**config.mk**
```make
export PLATFORM = sky130hd
export DESIGN_NAME = websocket_frame_deframer_core
export DESIGN_NICKNAME = d
export VERILOG_FILES = /design/src/rtl/wsd_pkg.sv /design/src/rtl/wsd_frame.sv /design/src/rtl/wsd_hshk.sv /design/src/rtl/websocket_frame_deframer_core.sv
export SDC_FILE = /design/constraint.sdc
export NUM_CORES = 1
export LEC_CHECK = 0
export ABC_AREA = 0
export BUFFER_PORTS_ARGS = -buffer_cell sky130_fd_sc_hd__buf_2
export CAP_MARGIN = 10
export CORE_ASPECT_RATIO = 0.7
export CORE_MARGIN = 2
export CORE_UTILIZATION = 30
export CTS_BUF_LIST = sky130_fd_sc_hd__clkbuf_8
export CTS_CLUSTER_DIAMETER = 100
export DETAILED_ROUTE_END_ITERATION = 7
export SKIP_LAST_GASP = 1
export SLEW_MARGIN = 20
export SYNTH_ARGS = -nofsm -noshare
export SYNTH_HDL_FRONTEND = slang
export SYNTH_SLANG_ARGS = --single-unit
```
**constraint.sdc**
```tcl
create_clock -name clk -period 5.26 [get_ports clk]
set_clock_uncertainty 0.2 [all_clocks]
set_input_delay 0.263 -clock clk [delete_from_list [all_inputs] [get_ports clk]]
set_output_delay 0.263 -clock clk [all_outputs]
set_load 0.005 [all_outputs]
```
**src/rtl/wsd_pkg.sv**
```systemverilog
// ----------------------------------------------------------------------------
// wsd_pkg
// Shared types and codes for the websocket frame deframer.
// ----------------------------------------------------------------------------
package wsd_pkg;

  // default handshake header limit in bytes
  localparam int HeaderLimitDef = 1024;

  localparam int MaxPayloadW = 21;
  localparam logic [MaxPayloadW-1:0] MaxPayloadRst = 21'd10240;

  // configuration register indexes
  localparam int CfgIdxW = 2;
  localparam logic [CfgIdxW-1:0] CFG_HANDSHAKE_MODE = 2'd0;
  localparam logic [CfgIdxW-1:0] CFG_MAX_PAYLOAD    = 2'd1;

  // result event codes
  localparam logic [1:0] EV_PAYLOAD   = 2'd0;
  localparam logic [1:0] EV_HANDSHAKE = 2'd1;
  localparam logic [1:0] EV_EMPTY     = 2'd2;
  localparam logic [1:0] EV_CLOSE     = 2'd3;

  // frame parser phases
  localparam logic [2:0] PH_FIRST   = 3'd0;
  localparam logic [2:0] PH_SECOND  = 3'd1;
  localparam logic [2:0] PH_EXTLEN  = 3'd2;
  localparam logic [2:0] PH_MASK    = 3'd3;
  localparam logic [2:0] PH_PAYLOAD = 3'd4;

  // header byte constants
  localparam logic [6:0] LEN_EXT16 = 7'h7E;
  localparam logic [6:0] LEN_EXT64 = 7'h7F;
  localparam logic [3:0] OP_CONT   = 4'h0;
  localparam logic [3:0] OP_CLOSE  = 4'h8;
  localparam logic [7:0] CHR_CR    = 8'h0D;
  localparam logic [7:0] CHR_LF    = 8'h0A;

  typedef struct packed {
    logic       kind;
    logic [7:0] data_byte;
  } in_item_t;

  typedef struct packed {
    logic [1:0] event_res;
    logic [7:0] payload;
    logic       last;
  } out_item_t;

  // per-request control from the top to a parser
  typedef struct packed {
    logic step;
    logic clr;
  } step_ctl_t;

  // parser result: hit marks a produced result item
  typedef struct packed {
    logic      hit;
    out_item_t item;
  } parse_res_t;

endpackage

```
**src/rtl/wsd_frame.sv**
```systemverilog
// ----------------------------------------------------------------------------
// wsd_frame
// Frame header parser, length clamp and payload unmasking.
// ----------------------------------------------------------------------------
module wsd_frame
  import wsd_pkg::*;
(
  input  logic                   clk,
  input  logic                   rst_n,
  input  step_ctl_t              ctl,
  input  logic [7:0]             data_byte,
  input  logic [MaxPayloadW-1:0] max_payload,
  output parse_res_t             res
);

  logic [2:0]             phase_r, phase_nxt;
  logic [3:0]             hcount_r, hcount_nxt;
  logic [7:0]             first_r, first_nxt;
  logic [63:0]            decl_r, decl_nxt;
  logic [MaxPayloadW-1:0] remain_r, remain_nxt;
  logic [31:0]            key_r, key_nxt;
  logic [1:0]             mphase_r, mphase_nxt;
  logic                   masked_r, masked_nxt;

  logic [63:0]            len_src;
  logic [MaxPayloadW-1:0] len_clamp;
  logic [MaxPayloadW-1:0] remain_dec;
  logic [3:0]             hcount_dec;
  logic [6:0]             len7;
  logic                   bad_hdr;

  always_comb begin
    phase_nxt  = phase_r;
    hcount_nxt = hcount_r;
    first_nxt  = first_r;
    decl_nxt   = decl_r;
    remain_nxt = remain_r;
    key_nxt    = key_r;
    mphase_nxt = mphase_r;
    masked_nxt = masked_r;
    res        = '0;

    len7       = data_byte[6:0];
    bad_hdr    = (first_r[6:4] != 3'b000) || !first_r[7] || (first_r[3:0] == OP_CONT);
    hcount_dec = hcount_r - 4'd1;
    remain_dec = remain_r - MaxPayloadW'(1);

    // length that the header ends with, by phase
    if (phase_r == PH_SECOND) begin
      len_src = {57'd0, len7};
    end else if (phase_r == PH_EXTLEN) begin
      len_src = {decl_r[55:0], data_byte};
    end else begin
      len_src = decl_r;
    end
    len_clamp = (len_src > {{(64-MaxPayloadW){1'b0}}, max_payload})
                ? max_payload : len_src[MaxPayloadW-1:0];

    case (phase_r)
      PH_FIRST: begin
        first_nxt = data_byte;
        phase_nxt = PH_SECOND;
      end
      PH_SECOND: begin
        if (bad_hdr) begin
          phase_nxt = PH_FIRST;
        end else if (first_r[3:0] == OP_CLOSE) begin
          phase_nxt            = PH_FIRST;
          res.hit              = 1'b1;
          res.item.event_res   = EV_CLOSE;
        end else begin
          masked_nxt = data_byte[7];
          key_nxt    = '0;
          mphase_nxt = 2'd0;
          decl_nxt   = '0;
          if (len7 inside {LEN_EXT16, LEN_EXT64}) begin
            hcount_nxt = (len7 == LEN_EXT16) ? 4'd2 : 4'd8;
            phase_nxt  = PH_EXTLEN;
          end else begin
            decl_nxt = len_src;
            if (data_byte[7]) begin
              hcount_nxt = 4'd4;
              phase_nxt  = PH_MASK;
            end else if (len_clamp == '0) begin
              phase_nxt     = PH_FIRST;
              res.hit       = 1'b1;
              res.item.event_res = EV_EMPTY;
              res.item.last = 1'b1;
            end else begin
              remain_nxt = len_clamp;
              phase_nxt  = PH_PAYLOAD;
            end
          end
        end
      end
      PH_EXTLEN: begin
        decl_nxt   = len_src;
        hcount_nxt = hcount_dec;
        if (hcount_dec == 4'd0) begin
          mphase_nxt = 2'd0;
          if (masked_r) begin
            hcount_nxt = 4'd4;
            phase_nxt  = PH_MASK;
          end else if (len_clamp == '0) begin
            phase_nxt     = PH_FIRST;
            res.hit       = 1'b1;
            res.item.event_res = EV_EMPTY;
            res.item.last = 1'b1;
          end else begin
            remain_nxt = len_clamp;
            phase_nxt  = PH_PAYLOAD;
          end
        end
      end
      PH_MASK: begin
        key_nxt    = {data_byte, key_r[31:8]};
        hcount_nxt = hcount_dec;
        if (hcount_dec == 4'd0) begin
          mphase_nxt = 2'd0;
          if (len_clamp == '0) begin
            phase_nxt     = PH_FIRST;
            res.hit       = 1'b1;
            res.item.event_res = EV_EMPTY;
            res.item.last = 1'b1;
          end else begin
            remain_nxt = len_clamp;
            phase_nxt  = PH_PAYLOAD;
          end
        end
      end
      PH_PAYLOAD: begin
        mphase_nxt       = mphase_r + 2'd1;
        remain_nxt       = remain_dec;
        res.hit          = 1'b1;
        res.item.event_res = EV_PAYLOAD;
        res.item.payload = masked_r ? (data_byte ^ key_r[8*mphase_r +: 8]) : data_byte;
        res.item.last    = (remain_dec == '0);
        if (remain_dec == '0) begin
          phase_nxt = PH_FIRST;
        end
      end
      default: begin
        phase_nxt = PH_FIRST;
      end
    endcase
  end

  always_ff @(posedge clk) begin
    if (!rst_n || ctl.clr) begin
      phase_r  <= PH_FIRST;
      hcount_r <= '0;
      first_r  <= '0;
      decl_r   <= '0;
      remain_r <= '0;
      key_r    <= '0;
      mphase_r <= '0;
      masked_r <= 1'b0;
    end else if (ctl.step) begin
      phase_r  <= phase_nxt;
      hcount_r <= hcount_nxt;
      first_r  <= first_nxt;
      decl_r   <= decl_nxt;
      remain_r <= remain_nxt;
      key_r    <= key_nxt;
      mphase_r <= mphase_nxt;
      masked_r <= masked_nxt;
    end
  end

`ifndef SYNTHESIS
  // a final payload byte always sends the parser back to a new header
  a_last_restarts: assert property (@(posedge clk) disable iff (!rst_n)
    ctl.step && res.hit && res.item.last && res.item.event_res == EV_PAYLOAD
    |=> phase_r == PH_FIRST)
    else $error("frame parser did not restart after last payload byte");

  // payload phase never runs with nothing left to send
  a_payload_nonzero: assert property (@(posedge clk) disable iff (!rst_n)
    phase_r == PH_PAYLOAD |-> remain_r != '0)
    else $error("payload phase with zero bytes remaining");
`endif

endmodule

```
**src/rtl/wsd_hshk.sv**
```systemverilog
// ----------------------------------------------------------------------------
// wsd_hshk
// Handshake pass-through with blank-line and header-limit packet end.
// ----------------------------------------------------------------------------
module wsd_hshk
  import wsd_pkg::*;
#(
  parameter int HEADER_LIMIT = HeaderLimitDef
)
(
  input  logic       clk,
  input  logic       rst_n,
  input  step_ctl_t  ctl,
  input  logic [7:0] data_byte,
  output parse_res_t res
);

  localparam int CntW = $clog2(HEADER_LIMIT);

  logic [1:0]      crlf_r, crlf_nxt;
  logic [CntW-1:0] count_r, count_nxt;
  logic [CntW:0]   count_inc;
  logic [7:0]      want;
  logic            done;

  always_comb begin
    want      = crlf_r[0] ? CHR_LF : CHR_CR;
    done      = 1'b0;
    count_inc = {1'b0, count_r} + (CntW+1)'(1);
    if (data_byte == want) begin
      if (crlf_r == 2'd3) begin
        done     = 1'b1;
        crlf_nxt = 2'd0;
      end else begin
        crlf_nxt = crlf_r + 2'd1;
      end
    end else begin
      crlf_nxt = (data_byte == CHR_CR) ? 2'd1 : 2'd0;
    end
    if (count_inc >= (CntW+1)'(HEADER_LIMIT)) begin
      done = 1'b1;
    end
    count_nxt = count_inc[CntW-1:0];
    if (done) begin
      count_nxt = '0;
      crlf_nxt  = 2'd0;
    end
    res.hit            = 1'b1;
    res.item.event_res = EV_HANDSHAKE;
    res.item.payload   = data_byte;
    res.item.last      = done;
  end

  always_ff @(posedge clk) begin
    if (!rst_n || ctl.clr) begin
      crlf_r  <= '0;
      count_r <= '0;
    end else if (ctl.step) begin
      crlf_r  <= crlf_nxt;
      count_r <= count_nxt;
    end
  end

`ifndef SYNTHESIS
  // byte counter always wraps before the header limit
  a_count_bound: assert property (@(posedge clk) disable iff (!rst_n)
    {1'b0, count_r} < (CntW+1)'(HEADER_LIMIT))
    else $error("handshake byte count reached header limit");

  // a packet end leaves no partial blank-line match behind
  a_done_clears: assert property (@(posedge clk) disable iff (!rst_n)
    ctl.step && res.item.last |=> crlf_r == 2'd0 && count_r == '0)
    else $error("handshake state not cleared at packet end");
`endif

endmodule

```
**src/rtl/websocket_frame_deframer_core.sv**
```systemverilog
// a result appears on out_valid in the cycle after its request is accepted
// throughput: one request per cycle while in_ready is high; each byte is a single update of the parser
//   registers followed by one output register, which holds a result while out_ready is low
// reset (rst_n low, synchronous): parser state cleared, output emptied,
//   handshake_mode back to 0 and max_payload back to 10240
// ----------------------------------------------------------------------------
// websocket_frame_deframer_core
// Receive-side websocket deframer: frame header parsing, length clamp,
// payload unmasking, and handshake pass-through, one byte per request.
// ----------------------------------------------------------------------------
module websocket_frame_deframer_core
  import wsd_pkg::*;
#(
  parameter int HEADER_LIMIT = HeaderLimitDef
)
(
  input  logic                   clk,
  input  logic                   rst_n,
  // input byte channel
  input  logic                   in_valid,
  output logic                   in_ready,
  input  in_item_t               in_data,
  // result channel
  output logic                   out_valid,
  input  logic                   out_ready,
  output out_item_t              out_data,
  // configuration writes
  input  logic                   cfg_valid,
  output logic                   cfg_ready,
  input  logic [CfgIdxW-1:0]     cfg_index,
  input  logic [MaxPayloadW-1:0] cfg_data
);

  logic                   hs_mode_r;
  logic [MaxPayloadW-1:0] max_payload_r;

  logic       out_valid_r, out_valid_nxt;
  out_item_t  out_data_r, out_data_nxt;

  logic       in_acc;
  step_ctl_t  frm_ctl, hs_ctl;
  parse_res_t frm_res, hs_res, sel_res;

  // config writes are always taken; the user must only send them while idle, the block does not enforce it
  assign cfg_ready = 1'b1;

  always_ff @(posedge clk) begin
    if (!rst_n) begin
      hs_mode_r     <= 1'b0;
      max_payload_r <= MaxPayloadRst;
    end else if (cfg_valid) begin
      case (cfg_index)
        CFG_HANDSHAKE_MODE: hs_mode_r     <= cfg_data[0];
        CFG_MAX_PAYLOAD:    max_payload_r <= cfg_data;
        default: ;
      endcase
    end
  end

  // take a new request whenever the output register is empty or draining
  assign in_ready = !out_valid_r || out_ready;
  assign in_acc   = in_valid && in_ready;

  // a connection start clears both parsers; a data byte steps only the active one
  always_comb begin
    frm_ctl.clr  = in_acc && in_data.kind;
    hs_ctl.clr   = in_acc && in_data.kind;
    frm_ctl.step = in_acc && !in_data.kind && !hs_mode_r;
    hs_ctl.step  = in_acc && !in_data.kind && hs_mode_r;
  end

  wsd_frame u_frame (
    .clk         (clk),
    .rst_n       (rst_n),
    .ctl         (frm_ctl),
    .data_byte   (in_data.data_byte),
    .max_payload (max_payload_r),
    .res         (frm_res)
  );

  wsd_hshk #(
    .HEADER_LIMIT (HEADER_LIMIT)
  ) u_hshk (
    .clk       (clk),
    .rst_n     (rst_n),
    .ctl       (hs_ctl),
    .data_byte (in_data.data_byte),
    .res       (hs_res)
  );

  // result of the parser that owns this byte
  assign sel_res = hs_mode_r ? hs_res : frm_res;

  always_comb begin
    out_valid_nxt = out_valid_r;
    out_data_nxt  = out_data_r;
    if (out_valid_r && out_ready) begin
      out_valid_nxt = 1'b0;
    end
    if (in_acc && !in_data.kind && sel_res.hit) begin
      out_valid_nxt = 1'b1;
      out_data_nxt  = sel_res.item;
    end
  end

  always_ff @(posedge clk) begin
    if (!rst_n) begin
      out_valid_r <= 1'b0;
    end else begin
      out_valid_r <= out_valid_nxt;
    end
    out_data_r <= out_data_nxt;
  end

  assign out_valid = out_valid_r;
  assign out_data  = out_data_r;

`ifndef SYNTHESIS
  // a connection start never produces a result
  a_kind_silent: assert property (@(posedge clk) disable iff (!rst_n)
    in_acc && in_data.kind |=> !out_valid_r)
    else $error("connection start produced a result");

  // a handshake-mode byte always yields a handshake result
  a_hs_result: assert property (@(posedge clk) disable iff (!rst_n)
    hs_ctl.step |=> out_valid_r && out_data_r.event_res == EV_HANDSHAKE)
    else $error("handshake byte lost");
`endif

endmodule

```
# After elaboration in Yosys (flattened, before gate mapping)
# Index checks and enable logic that the tools add are counted.
dict set report classes {
  order_cmp 2
  n_mux 73
  n_bitwise 3
  shifts 1
  n_eq_ne 21
  reduce_logical 41
  add_sub_neg 5
}
# operator count
set op_table {}
lappend op_table {{64-bit 2-to-1 mux} 5}
lappend op_table {{21-bit 2-to-1 mux} 9}
lappend op_table {{64-bit one-hot mux with 2 select lines} 1}
lappend op_table {{21-bit one-hot mux with 4 select lines} 1}
lappend op_table {{64-bit by 21-bit greater-than comparator with 1-bit output} 1}
lappend op_table {{32-bit 2-to-1 mux} 2}
lappend op_table {{32-bit one-hot mux with 2 select lines} 1}
lappend op_table {{3-bit 2-to-1 mux} 18}
lappend op_table {{21-bit zero test} 2}
lappend op_table {{32-bit by 6-bit indexed part select with 8-bit output} 1}
lappend op_table {{4-bit 2-to-1 mux} 7}
lappend op_table {{21-bit by 1-bit subtractor with 21-bit output (second input constant)} 1}
lappend op_table {{8-bit 2-to-1 mux} 2}
lappend op_table {{4-bit AND reduction} 4}
lappend op_table {{3-bit one-hot mux with 5 select lines} 1}
lappend op_table {{7-bit == test (second input constant)} 2}
lappend op_table {{1-bit 2-to-1 mux} 14}
lappend op_table {{12-bit 2-to-1 mux} 1}
lappend op_table {{2-bit 2-to-1 mux} 6}
lappend op_table {{2-bit inequality test (second input constant)} 6}
lappend op_table {{3-bit one-hot mux with 4 select lines} 1}
lappend op_table {{4-bit one-hot mux with 3 select lines} 1}
lappend op_table {{10-bit by 1-bit adder with 11-bit output (second input constant)} 1}
lappend op_table {{11-bit >= comparator (second input constant)} 1}
lappend op_table {{other kinds (30)} 57}
dict set report totals {
  regBits 181
  out_inout_bits 14
  inputBits 37
  wordCells 162
}

# Logic depth before layout (Yosys ltp)
# Gate-level depths: netlist of the first run.
dict set report depth {
  depth_word 15
  depth_mapped 21
  depth_no_buf 14
}

# Hierarchy
# A second synthesis of the first run with hierarchy kept.
dict set report unflattened {
  cells_unflattened 1422
  hier_area_um2 11121.9
}
# module area_per_inst_um2 instances seq_area_each_um2 cells_each
set by_module_without_submodules {}
lappend by_module_without_submodules {wsd_frame 8883.5 1 2702.6 1200}
lappend by_module_without_submodules {websocket_frame_deframer_core 1490.2 1 790.8 134}
lappend by_module_without_submodules {wsd_hshk 748.2 1 240.2 88}

# Worst setup path after synthesis of the first run
# OpenSTA, ideal clock, no wires.
dict set report synth_path {
  kind {register to register}
  start {register u_frame.phase_r[1]}
  end {register out_data_r (netlist bit out_data[0]) (enable)}
  required_ns 4.674
  setup_ns 0.386
  t_arrival_ns 4.084
  slack_ns 0.591
  path_buffers 4
  path_stages_with_launch 17
  synth_period_minus_slack_ns 4.669
  path_cell_list {dfxtp_1 buf_2 a21o_1 buf_2 buf_2 a221oi_1 inv_1 ha_1 a21o_1 a21o_1 a22o_1 or4_1 and2_1 buf_4 o31ai_2 nand2_1 a31oi_1}
}
dict set report synth_via {
  elab_chain_len 14
  word_cells_on_any_way 20
  classes_between {order compare: 1; eq/ne: 4; mux: 13; reduce/logical: 2}
}
# element line_no
set synth_rtl {}
lappend synth_rtl {{start: declaration} wsd_frame.sv:16} ;# logic [2:0] phase_r, phase_nxt;
lappend synth_rtl {{start signal: assignment} wsd_frame.sv:159} ;# phase_r <= phase_nxt;
lappend synth_rtl {{3-bit by 2-bit == test with 1-bit output} {wsd_frame.sv:51, wsd_frame.sv:59}}
lappend synth_rtl {{64-bit 2-to-1 mux} wsd_frame.sv:51} ;# end else if (phase_r == PH_EXTLEN) begin
lappend synth_rtl {{64-bit 2-to-1 mux} wsd_frame.sv:49} ;# if (phase_r == PH_SECOND) begin
lappend synth_rtl {{64-bit by 21-bit greater-than comparator with 1-bit output} wsd_frame.sv:56} ;# len_clamp = (len_src > {{(64-MaxPayloadW){1'b0}}, max_payload})
lappend synth_rtl {{21-bit 2-to-1 mux} wsd_frame.sv:57} ;# ? max_payload : len_src[MaxPayloadW-1:0];
lappend synth_rtl {{21-bit zero test} {wsd_frame.sv:84, wsd_frame.sv:104, wsd_frame.sv:120}}
lappend synth_rtl {{3-bit 2-to-1 mux} {wsd_frame.sv:84, wsd_frame.sv:104, wsd_frame.sv:120}}
lappend synth_rtl {{3-bit 2-to-1 mux} wsd_frame.sv:81} ;# if (data_byte[7]) begin
lappend synth_rtl {{3-bit 2-to-1 mux} wsd_frame.sv:76} ;# if (len7 inside {LEN_EXT16, LEN_EXT64}) begin
lappend synth_rtl {{3-bit 2-to-1 mux} wsd_frame.sv:67} ;# end else if (first_r[3:0] == OP_CLOSE) begin
lappend synth_rtl {{3-bit 2-to-1 mux} wsd_frame.sv:65} ;# if (bad_hdr) begin
lappend synth_rtl {{3-bit one-hot mux with 4 select lines (*)} wsd_frame.sv:59} ;# case (phase_r)
lappend synth_rtl {{12-bit 2-to-1 mux (*)} websocket_frame_deframer_core.sv:92} ;# assign sel_res = hs_mode_r ? hs_res : frm_res;
lappend synth_rtl {{1-bit logical AND (*)} websocket_frame_deframer_core.sv:100} ;# if (in_acc && !in_data.kind && sel_res.hit) begin
lappend synth_rtl {{end signal: assignment} websocket_frame_deframer_core.sv:112} ;# out_data_r <= out_data_nxt;
lappend synth_rtl {{end: declaration} websocket_frame_deframer_core.sv:38} ;# out_item_t out_data_r, out_data_nxt;
# Mark *: on every way between the ends. The rest lies on a longest branch, timed or not.
# A chain may end at the register's enable or synchronous reset.

# Final worst setup path of the first run
dict set report layout_path {
  start {register u_frame.phase_r[2]}
  end {register u_frame.remain_r[4]}
}
dict set report layout_via {
  elab_chain_len 12
  word_cells_on_any_way 27
  classes_between {order compare: 1; eq/ne: 11; mux: 12; reduce/logical: 3}
}
# element line_no
set layout_rtl {}
lappend layout_rtl {{3-bit by 2-bit == test with 1-bit output} {wsd_frame.sv:51, wsd_frame.sv:59}}
lappend layout_rtl {{64-bit 2-to-1 mux} wsd_frame.sv:51}
lappend layout_rtl {{64-bit 2-to-1 mux} wsd_frame.sv:49}
lappend layout_rtl {{64-bit by 21-bit greater-than comparator with 1-bit output} wsd_frame.sv:56}
lappend layout_rtl {{21-bit 2-to-1 mux} wsd_frame.sv:57}
lappend layout_rtl {{21-bit zero test} {wsd_frame.sv:84, wsd_frame.sv:104, wsd_frame.sv:120}}
lappend layout_rtl {{21-bit 2-to-1 mux} {wsd_frame.sv:84, wsd_frame.sv:104, wsd_frame.sv:120}}
lappend layout_rtl {{21-bit 2-to-1 mux} wsd_frame.sv:81}
lappend layout_rtl {{21-bit 2-to-1 mux} wsd_frame.sv:76}
lappend layout_rtl {{21-bit 2-to-1 mux} wsd_frame.sv:67}
lappend layout_rtl {{21-bit 2-to-1 mux} wsd_frame.sv:65}
lappend layout_rtl {{21-bit one-hot mux with 4 select lines} wsd_frame.sv:59}
lappend layout_rtl {{end signal: assignment} wsd_frame.sv:163} ;# remain_r <= remain_nxt;
lappend layout_rtl {{end: declaration} wsd_frame.sv:20} ;# logic [MaxPayloadW-1:0] remain_r, remain_nxt;
# Parallel ways exist; a longest one is shown, timed or not. The select of a mux whose other input is x is not followed.

==> results.py, run 1 <==
metrics = {
    "worst_setup_path": {
        "r2r_cells": 16,
        "critPathKind": "reg2reg",
        "reg2reg_slack_ps": 460,
        "start_kind": "register",
        "crit_path_end_kind": "register",
        "required_ps": 5480,
        "path_max_fanout": 14,
        "arrival_ps": 5020,
        "timing.rr.start": "u_frame.phase_r[2]",
        "worstSetupEndpoint": "u_frame.remain_r[4]",
        "crit_start": "u_frame.phase_r[2]",
        "r2r_end": "u_frame.remain_r[4]",
    },
    "drt": {
        "via_count": 10500,
        "routed_wl_um": 33100,
        "routedWlPerCell_um": 17.5,
        "drt_iter0_markers": 1299,
        "ant_nets": 0,
        "dr.pass1.iters": 5,
        "routed_via_density": 5.57,
        "drc": 0,
    },
    "synthesis": {
        "ys.flop_type": "dfxtp_1",
        "synth_top_area_share_pct": 31.7,
        "synth-async-reset-ratio_pct": 0,
        "avgSynthCellArea_um2": 7.79,
        "syn_area_um2": 10700,
        "yosysTopAreaCell": "dfxtp_1",
        "synth_fp_nets": 1443,
        "syn-instance-count": 1379,
        "synth_top_cells_by_count": "dfxtp_1 (170), nor2_1 (170), a21oi_1 (142), nand2_1 (103), clkbuf_1 (84)",
        "ys.warnings.count": 0,
        "synth_cell_type_count": 78,
        "ys_ff_latch": 181,
        "synth_edf_count": 11,
        "ys_top_cells_by_area": "dfxtp_1 (32%), a21oi_1 (6.6%), nor2_1 (5.9%)",
        "yosysSeqAreaShare_pct": 34.8,
    },
    "final_layout": {
        "fin_area_um2": 12200,
        "final-instance-count-excl-fill": 1895,
        "drive_above_1_share_pct": 11.2,
        "area_growth_syn_to_layout_pct": 13.9,
        "fin_nets": 1474,
        "diodes": 0,
        "fill_cells": 3664,
    },
    "min_path": {
        "min_path_type": "in2reg",
        "worstHoldStart": "out_ready",
        "hold_depth": 3,
    },
    "timing": {
        "worst_slew_pin_slew_ps": 940,
        "setup_viol": 0,
        "finalWorstSetupSlack_ps": 460,
        "fin_crit_ps": 4800,
        "final.setup.tns_ps": 0,
        "slew_viol_final": 0,
        "relSlewSlack_pct": 37.2,
        "hold_ws_ps": 74.6,
        "max_freq_ghz": 0.208,
        "finalCritPeriodShare_pct": 91.3,
        "rsz0062_at_grt": "no",
        "hold_violations": 0,
    },
    "floorplanning": {
        "start_util_pct": 30.7,
        "ios": 51,
        "core_um2": 35000,
        "die_x_um": 230,
        "die_h_um": 162,
        "die-area_um2": 37400,
        "num_rows": 57,
    },
    "clock_tree": {
        "clkLatencyLatePin_ps": 510,
        "cts_made_buffers": 17,
        "clock-sinks": 181,
        "cts_tree": "built",
        "root_buffer": "clkbuf_8",
        "clkTransAtPathRegs_ps": 100,
        "ctsLongestPathBuffers": 2,
        "cts_setup_buffers": 0,
        "htree_levels": 4,
    },
    "global_routing": {
        "grt_util_all_layers_pct": 17.6,
        "grt_pass1_wl_um": 52300,
        "grt_max_degree": 70,
        "grt_overflow": 0,
        "grt_pass1_vias": 9268,
        "grt_antenna_before_repair": 0,
    },
    "place": {
        "dp_slack_ps": 399,
        "portBuffers": 49,
        "dpl.cell_count": 1828,
        "hpwl_um": 23100,
        "dpl-instance-area_um2": 11500,
        "place_congestion": 0.914,
    },
    "power": {
        "p_per_area_nw_per_um2": 213,
        "irDropWorstVdd_uv": 167,
        "power.leakage_nw": 4.35,
    },
    "run": {
        "drv_cap": 0,
    },
    "status": {
        "outcome": "finished, final reports clean",
    },
}
## per-layer routing
metal / up-vias / global-route usage [%] / wire (µm)
met1: 5035 / 28.0 / 17100
met4: 0 / 4.66 / 408
li1: 5085 / - / -
met3: 37 / 2.90 / 2410
met5: - / 0 / 0
met2: 390 / 23.7 / 13200
## placed cells by master (no fill, tap or decap), types with 23 or more instances in the layout
cell type / synthesis / layout
nor2_1: 170 / 169
dfxtp_1: 170 / 168
a21oi_1: 142 / 141
nand2_1: 103 / 102
nor3_1: 81 / 80
inv_1: 56 / 60
buf_2: 21 / 49
a22oi_1: 43 / 43
buf_4: 3 / 42
nor3b_1: 40 / 40
a221oi_1: 37 / 37
dlygate4sd3_1: 0 / 35
nand3_1: 33 / 33
nor2b_1: 34 / 33
o21ai_0: 32 / 32
ha_1: 27 / 27
nand4_1: 23 / 23
## metrics by stage
stage	total power, mW	util [%]
floorplan	1.55	-
global placement	1.62	32.8
detailed placement	1.62	32.8
CTS	2.63	34.9
global route	2.71	34.9
finish	2.60	34.9
## how the worst min path moves through the flow
stage	endpoint	slack (ps)
2_1_floorplan	max_payload_r[11]	150
3_3_place_gp	u_hshk.crlf_r[1]	240
3_5_place_dp	u_hshk.crlf_r[1]	260
4_1_cts	out_valid	40
5_1_grt	out_valid	90
6_report	out_valid	70
## cell families after synthesis
logic type	Yosys count	synth area share (%)
adders and majority gates	27	3.14
buffers and inverters	173	6.46
muxes	32	3.97
AOI/OAI and AO/OA	360	22.0
DFF	181	34.8
xor gates and xnor gates	16	1.30
and+or+nand+nor	589	28.3
other	1	0.0349
## critical path: stages (launching register included)
cell      delay, ps
dfxtp_1         480
a21o_1          390
a221oi_1        650
buf_4           230
inv_1            40
ha_1            180
a21o_1          160
a21oi_1         170
o221ai_1        130
or4_1           440
and2_1          210
buf_4           190
nor2_2          430
buf_4           240
mux2i_1         260
a21oi_1         100
o31ai_1         200
## flip-flops by register name, summed over array words and instances, names as in the netlist
register          flops
hs_mode_r             1
max_payload_r        21
out_data             11
out_valid             1
u_frame.decl_r       64
u_frame.first_r       8
u_frame.hcount_r      4
u_frame.key_r        32
u_frame.masked_r      1
u_frame.mphase_r      2
u_frame.phase_r       3
u_frame.remain_r     21
u_hshk.count_r       10
u_hshk.crlf_r         2
## cell type report
| cell class | count | area, µm² | share of cell area [%] |
|---|---|---|---|
| repair buffers | 127 | 926 | 7.57 |
| flip-flops and latches | 181 | 3740 | 30.6 |
| multi-input cells | 1025 | 6370 | 52.1 |
| clock buffers | 17 | 234 | 1.91 |
| clock inverters | 15 | 156 | 1.28 |
| well taps | 472 | 591 | 4.83 |
| inverters | 58 | 218 | 1.78 |
## power breakdown
part | internal (mW) | leakage, nW | switching, mW | total, mW
logic | 0.0742 | 2.67 | 0.129 | 0.204
clock network | 0.428 | 0.211 | 0.566 | 0.994
registers | 1.39 | 1.47 | 0.0156 | 1.41
## repair_timing
| item | in CTS | in global routing |
|---|---|---|
| hold buffers | 35 | 0 |
| endpoints found under the hold margin | 38 | 0 |
| gates resized for setup | 0 | 0 |
| endpoints found under the setup margin | 0 | 0 |
(Power assumes the default switching activity.)
==> run 2, diff against run 1 <==
--- a/config.mk
+++ b/config.mk
@@ -14,6 +14,7 @@
 export CTS_BUF_LIST = sky130_fd_sc_hd__clkbuf_8
 export CTS_CLUSTER_DIAMETER = 100
 export DETAILED_ROUTE_END_ITERATION = 7
+export PLACE_DENSITY = 0.52
 export SKIP_LAST_GASP = 1
 export SLEW_MARGIN = 20
 export SYNTH_ARGS = -nofsm -noshare
==> run 2 against run 1 <==
  * Sequential share of layout area increased by 0.056 points
  * First-iteration DRC count decreased by 23%
  * Worst hold slack improved by 21 ps
  * Non-clock buffer count decreased by 2
  * Highest routed layer unchanged
  * Critical endpoint is now u_frame.remain_r[12]
  * Worst setup slack got worse by 190 ps
  * Design area decreased by 0.18%
  * Routed wire length increased by 2.9%
  * Clock power decreased by 2.9%
  * Power decreased by 1.0%
==> results.py, run 2 (synthesis gave the netlist of run 1 again) <==
metrics = {
    "final_layout": {
        "fin_area_um2": 12200,
        "area_growth_syn_to_layout_pct": 13.7,
        "fill_cells": 3683,
        "seqCellArea_um2": 3740,
        "final_common_cell": "nor2_1",
        "drive_above_1_share_pct": 11.4,
        "top_register": "u_frame.decl_r",
        "largest_register_ff_count": 64,
        "reg_top3": "u_frame.decl_r (64), u_frame.key_r (32)",
        "diodes": 0,
        "fin_nets": 1472,
        "utilization_pct": 34.9,
        "multi_input_area_um2": 6370,
        "layout_common_cells": "nor2_1 (169), dfxtp_1 (168), a21oi_1 (141), nand2_1 (102), nor3_1 (80)",
    },
    "timing": {
        "rsz0062_at_grt": "no",
        "finalCritPeriodShare_pct": 94.9,
        "relSlewSlack_pct": 33.1,
        "setup_viol": 0,
        "slew_viol_final": 0,
        "final.setup.tns_ps": 0,
        "max_freq_ghz": 0.200,
        "hold_violations": 0,
        "fin_crit_ps": 4990,
        "worst_slew_pin_slew_ps": 1000,
    },
    "clock_tree": {
        "clkTransAtPathRegs_ps": 120,
        "clkLatencyLatePin_ps": 510,
        "htree_levels": 4,
        "cts_made_buffers": 17,
        "clock-sinks": 181,
        "cts_setup_buffers": 0,
        "root_buffer": "clkbuf_8",
        "cts_tree": "built",
        "ctsLongestPathBuffers": 2,
        "ctsResizeCount": 0,
    },
    "worst_setup_path": {
        "slowest_stage": "a221oi_1",
        "arrival_ps": 5210,
        "max_stage_delay_ps": 590,
        "start_kind": "register",
        "path_max_fanout": 35,
        "path_buf_inv": 3,
        "critPathKind": "reg2reg",
        "crit_path_end_kind": "register",
        "required_ps": 5470,
        "worstPathCellList": "a21o_1, a221oi_1, buf_4, inv_1, ha_1, nand4_1, a2111oi_0, or4_1, and2_1, nor4_1, or3_1, buf_4, o21bai_1, a211oi_1",
        "crit_family": "compound AO/OA/AOI/OAI gates",
        "crit_top_cell": "buf_4",
    },
    "global_routing": {
        "grt_pass1_wl_um": 54000,
        "grt_overflow": 0,
        "grt_antenna_before_repair": 0,
        "grt_pass1_vias": 9393,
        "grt_util_all_layers_pct": 18.3,
        "grt_max_degree": 76,
    },
    "power": {
        "irDropWorstVdd_uv": 153,
        "p_per_area_nw_per_um2": 211,
        "power.leakage_nw": 4.33,
    },
    "place": {
        "dpl-instance-area_um2": 11500,
        "place_congestion": 0.890,
        "hpwl_um": 23500,
        "portBuffers": 49,
    },
    "drt": {
        "routedWlPerCell_um": 18.0,
        "dr.pass1.iters": 5,
        "routed_wl_um": 34100,
        "ant_nets": 0,
        "drt_iter0_markers": 999,
        "drc": 0,
        "routed_via_density": 5.49,
        "via_count": 10400,
    },
    "floorplanning": {
        "die_h_um": 162,
        "num_rows": 57,
        "start_util_pct": 30.7,
        "die-area_um2": 37400,
        "core_um2": 35000,
        "ios": 51,
        "die_x_um": 230,
    },
    "min_path": {
        "min_path_type": "in2reg",
    },
    "run": {
        "drv_cap": 0,
    },
    "status": {
        "outcome": "finished, final reports clean",
    },
}
[run 2: changes by cell type in the layout (fill, tap and decap cells not counted), moves of 2 or more]
cell,delta
bufinv_16,-2
dlygate4sd3_1,-2
inv_1,-3
inv_8,+3
[run 2: final cells by class]
| class | instances | area share, % |
|---|---|---|
| multi-input cells | 1025 | 52.2 |
| flip-flops and latches | 181 | 30.6 |
| repair buffers | 125 | 7.46 |
| well taps | 472 | 4.84 |
| clock buffers | 18 | 2.03 |
| inverters | 58 | 1.78 |
| clock inverters | 14 | 1.08 |
[run 2: worst paths after layout]
path / start / cells after the start / endpoint / slack, ps
hold reg to reg: u_hshk.crlf_r[1] / 2 / u_hshk.crlf_r[1] / 270
setup reg to reg: u_frame.phase_r[1] / 14 / u_frame.remain_r[12] / 270
hold / removal: out_ready / 3 / out_valid / 100
setup / recovery: u_frame.phase_r[1] / 14 / u_frame.remain_r[12] / 270
[run 2: report_power, final]
| group | internal, mW | switching, mW |
|---|---|---|
| Sequential | 1.39 | 0.0153 |
| Clock | 0.363 | 0.602 |
| Combinational | 0.0741 | 0.132 |
[run 2: per-stage QoR]
stage          hold slack (ps)  worst slack [ps]  power (mW)  std cells
6_report                  95.3               269        2.58       1893
5_1_grt                    104              37.5        2.69       1893
4_1_cts                   58.3               424        2.61       1893
3_5_place_dp               255               465        1.62       1828
3_3_place_gp               244               431        1.62       1828
2_1_floorplan              152               591        1.55       1379
[run 2: per-layer routing]
metal | part of all wire [%] | GRT usage, % | vias up | wire length [µm]
met4 | 0.88 | 3.96 | 0 | 299
met1 | 53 | 29.1 | 4993 | 18100
li1 | - | - | 5094 | -
met5 | 0 | 0 | - | 0
met3 | 6.5 | 3.76 | 16 | 2210
met2 | 39 | 24.4 | 281 | 13500
[run 2: worst register-to-register path, stage by stage, from the launching register on]
cell	delay (ps)
dfxtp_2	450
a21o_1	420
a221oi_1	590
buf_4	230
inv_1	40
ha_1	300
nand4_1	200
a2111oi_0	590
or4_1	220
and2_1	490
nor4_1	110
or3_1	380
buf_4	250
o21bai_1	210
a211oi_1	230
[run 2: what timing repair did]
item / 4_1_cts / 5_1_grt
hold buffers: 33 / 0
hold endpoints to repair: 42 / 0
endpoints found under the setup margin: 0 / 0
==> run 3, diff against run 2 <==
--- a/config.mk
+++ b/config.mk
@@ -10,11 +10,12 @@
 export CAP_MARGIN = 10
 export CORE_ASPECT_RATIO = 0.7
 export CORE_MARGIN = 2
-export CORE_UTILIZATION = 30
+export CORE_UTILIZATION = 64
 export CTS_BUF_LIST = sky130_fd_sc_hd__clkbuf_8
 export CTS_CLUSTER_DIAMETER = 100
 export DETAILED_ROUTE_END_ITERATION = 7
-export PLACE_DENSITY = 0.52
+export PLACE_DENSITY = 0.9
+export SKIP_CTS_REPAIR_TIMING = 1
 export SKIP_LAST_GASP = 1
 export SLEW_MARGIN = 20
 export SYNTH_ARGS = -nofsm -noshare
==> run 3 against run 2 <==
  * The run now ends with hold timing left
  * Sequential power about the same
  * Sequential share of layout area increased by 0.86 points
  * Register-to-register slack improved by 260 ps
  * Design area decreased by 2.7%
  * Critical path depth decreased by 1
  * Combinational power decreased by 4%
  * Critical path type unchanged
  * Largest cell class unchanged
  * Largest power group unchanged
==> results.py, run 3 (synthesis gave the netlist of run 1 again) <==
metrics = {
    "timing": {
        "relSlewSlack_pct": 35.9,
        "fin_crit_ps": 4740,
        "hold_ws_ps": -13.8,
        "hold_violations": 5,
        "slew_viol_final": 0,
        "max_freq_ghz": 0.211,
        "rsz0062_at_grt": "no",
        "finalCritPeriodShare_pct": 90.0,
        "final.setup.tns_ps": 0,
        "setup_viol": 0,
        "worst_slew_pin_slew_ps": 962,
    },
    "final_layout": {
        "fill_cells": 1266,
        "multi_input_area_um2": 6370,
        "diodes": 0,
        "final_common_cell": "nor2_1",
        "drive_above_1_share_pct": 11.4,
        "top_register": "u_frame.decl_r",
        "fin_nets": 1466,
        "largest_register_ff_count": 64,
        "seqCellArea_um2": 3740,
        "area_growth_syn_to_layout_pct": 10.6,
        "reg_top3": "u_frame.decl_r (64), u_frame.key_r (32)",
        "layout_common_cells": "nor2_1 (169), dfxtp_1 (168), a21oi_1 (141), nand2_1 (102), nor3_1 (80)",
    },
    "power": {
        "p_per_area_nw_per_um2": 221,
        "irDropWorstVdd_uv": 150,
        "power.leakage_nw": 4.33,
        "power_mw": 2.63,
    },
    "clock_tree": {
        "ctsLongestPathBuffers": 2,
        "clkTransAtPathRegs_ps": 110,
        "clock-sinks": 181,
        "clkLatencyLatePin_ps": 490,
        "root_buffer": "clkbuf_8",
        "cts_tree": "built",
        "cts_made_buffers": 17,
        "htree_levels": 4,
    },
    "drt": {
        "routedWlPerCell_um": 18.6,
        "via_count": 10800,
        "dr.pass1.iters": 6,
        "routed_wl_um": 30600,
        "drc": 0,
        "routed_via_density": 6.55,
        "ant_nets": 0,
        "drt_iter0_markers": 1772,
    },
    "worst_setup_path": {
        "r2r_cells": 13,
        "worstSetupEndpoint": "out_data[2]",
        "path_max_fanout": 12,
        "crit_path_end_kind": "register",
        "arrival_ps": 4740,
        "required_ps": 5260,
        "critPathKind": "reg2reg",
        "timing.rr.start": "u_frame.phase_r[2]",
        "crit_start": "u_frame.phase_r[2]",
        "reg2reg_slack_ps": 520,
        "r2r_end": "out_data[2]",
        "start_kind": "register",
    },
    "status": {
        "violations": "hold timing",
        "outcome": "complete, but fails checks",
    },
    "global_routing": {
        "grt_pass1_wl_um": 48000,
        "grt_max_degree": 127,
        "grt_antenna_before_repair": 1,
        "grt_overflow": 0,
        "grt_util_all_layers_pct": 32.8,
        "grt_pass1_vias": 9485,
    },
    "place": {
        "place_congestion": 0.973,
        "portBuffers": 49,
        "hpwl_um": 20200,
    },
    "floorplanning": {
        "die_h_um": 112,
        "core_um2": 16300,
        "num_rows": 39,
        "die_x_um": 159,
        "start_util_pct": 65.7,
        "die-area_um2": 17900,
        "ios": 51,
    },
    "min_path": {
        "min_path_type": "in2reg",
    },
    "run": {
        "drv_cap": 0,
    },
}
-- run 3: worst min path at each step --
stage / startpoint / end / slack [ps] / cells after the start
after floorplan: rst_n / max_payload_r[11] / 150 / 1
after global placement: u_hshk.crlf_r[1] / u_hshk.crlf_r[1] / 240 / 2
after detailed placement: u_hshk.crlf_r[1] / u_hshk.crlf_r[1] / 260 / 2
after CTS: cfg_data[17] / max_payload_r[17] / -210 / 3
after global routing: rst_n / out_valid / -3 / 3
final: rst_n / out_valid / -10 / 3
-- run 3: per-stage QoR --
| stage | hold WS, ps | worst slack (ps) | cell area (µm²) | utilization, % | cells |
|---|---|---|---|---|---|
| after detailed placement | 261 | 637 | 11200 | 68.3 | 1581 |
| after global placement | 243 | 749 | 11200 | 68.3 | 1581 |
| after global routing | -3.35 | 249 | 11900 | 72.7 | 1640 |
| after floorplan | 152 | 591 | 10700 | - | 1379 |
| final | -13.8 | 524 | 11900 | 72.7 | 1640 |
| after CTS | -206 | 617 | 11600 | 70.9 | 1613 |
-- run 3: routing by layer --
layer / vias up / GRT usage, % / routed length (µm)
met5: - / 0 / 12
met2: 580 / 49.4 / 13400
met3: 80 / 6.84 / 3130
met1: 5004 / 47.1 / 13300
met4: 2 / 11.0 / 774
li1: 5084 / - / -
-- run 3: critical path: stages (launching register included) --
cell	delay, ps
dfxtp_1	430
buf_4	230
nor2_1	530
mux2_2	430
ha_1	300
nor2b_1	130
o211ai_1	190
a2111oi_0	150
or4_1	530
and2_1	310
o31ai_2	420
nand2_1	170
a31oi_1	200
buf_4	230
-- run 3: cell type report --
class	count	area share [%]
Inverter	58	1.83
Sequential cell	181	31.5
Clock inverter	15	1.64
Timing Repair Buffer	119	7.09
Clock buffer	17	1.97
Multi-Input combinational cell	1025	53.6
Tap cell	225	2.37
-- run 3: power by group --
group	leakage (nW)	internal, mW	switching [mW]
combinational	2.64	0.0689	0.129
sequential	1.47	1.39	0.0109
clock	0.217	0.416	0.613
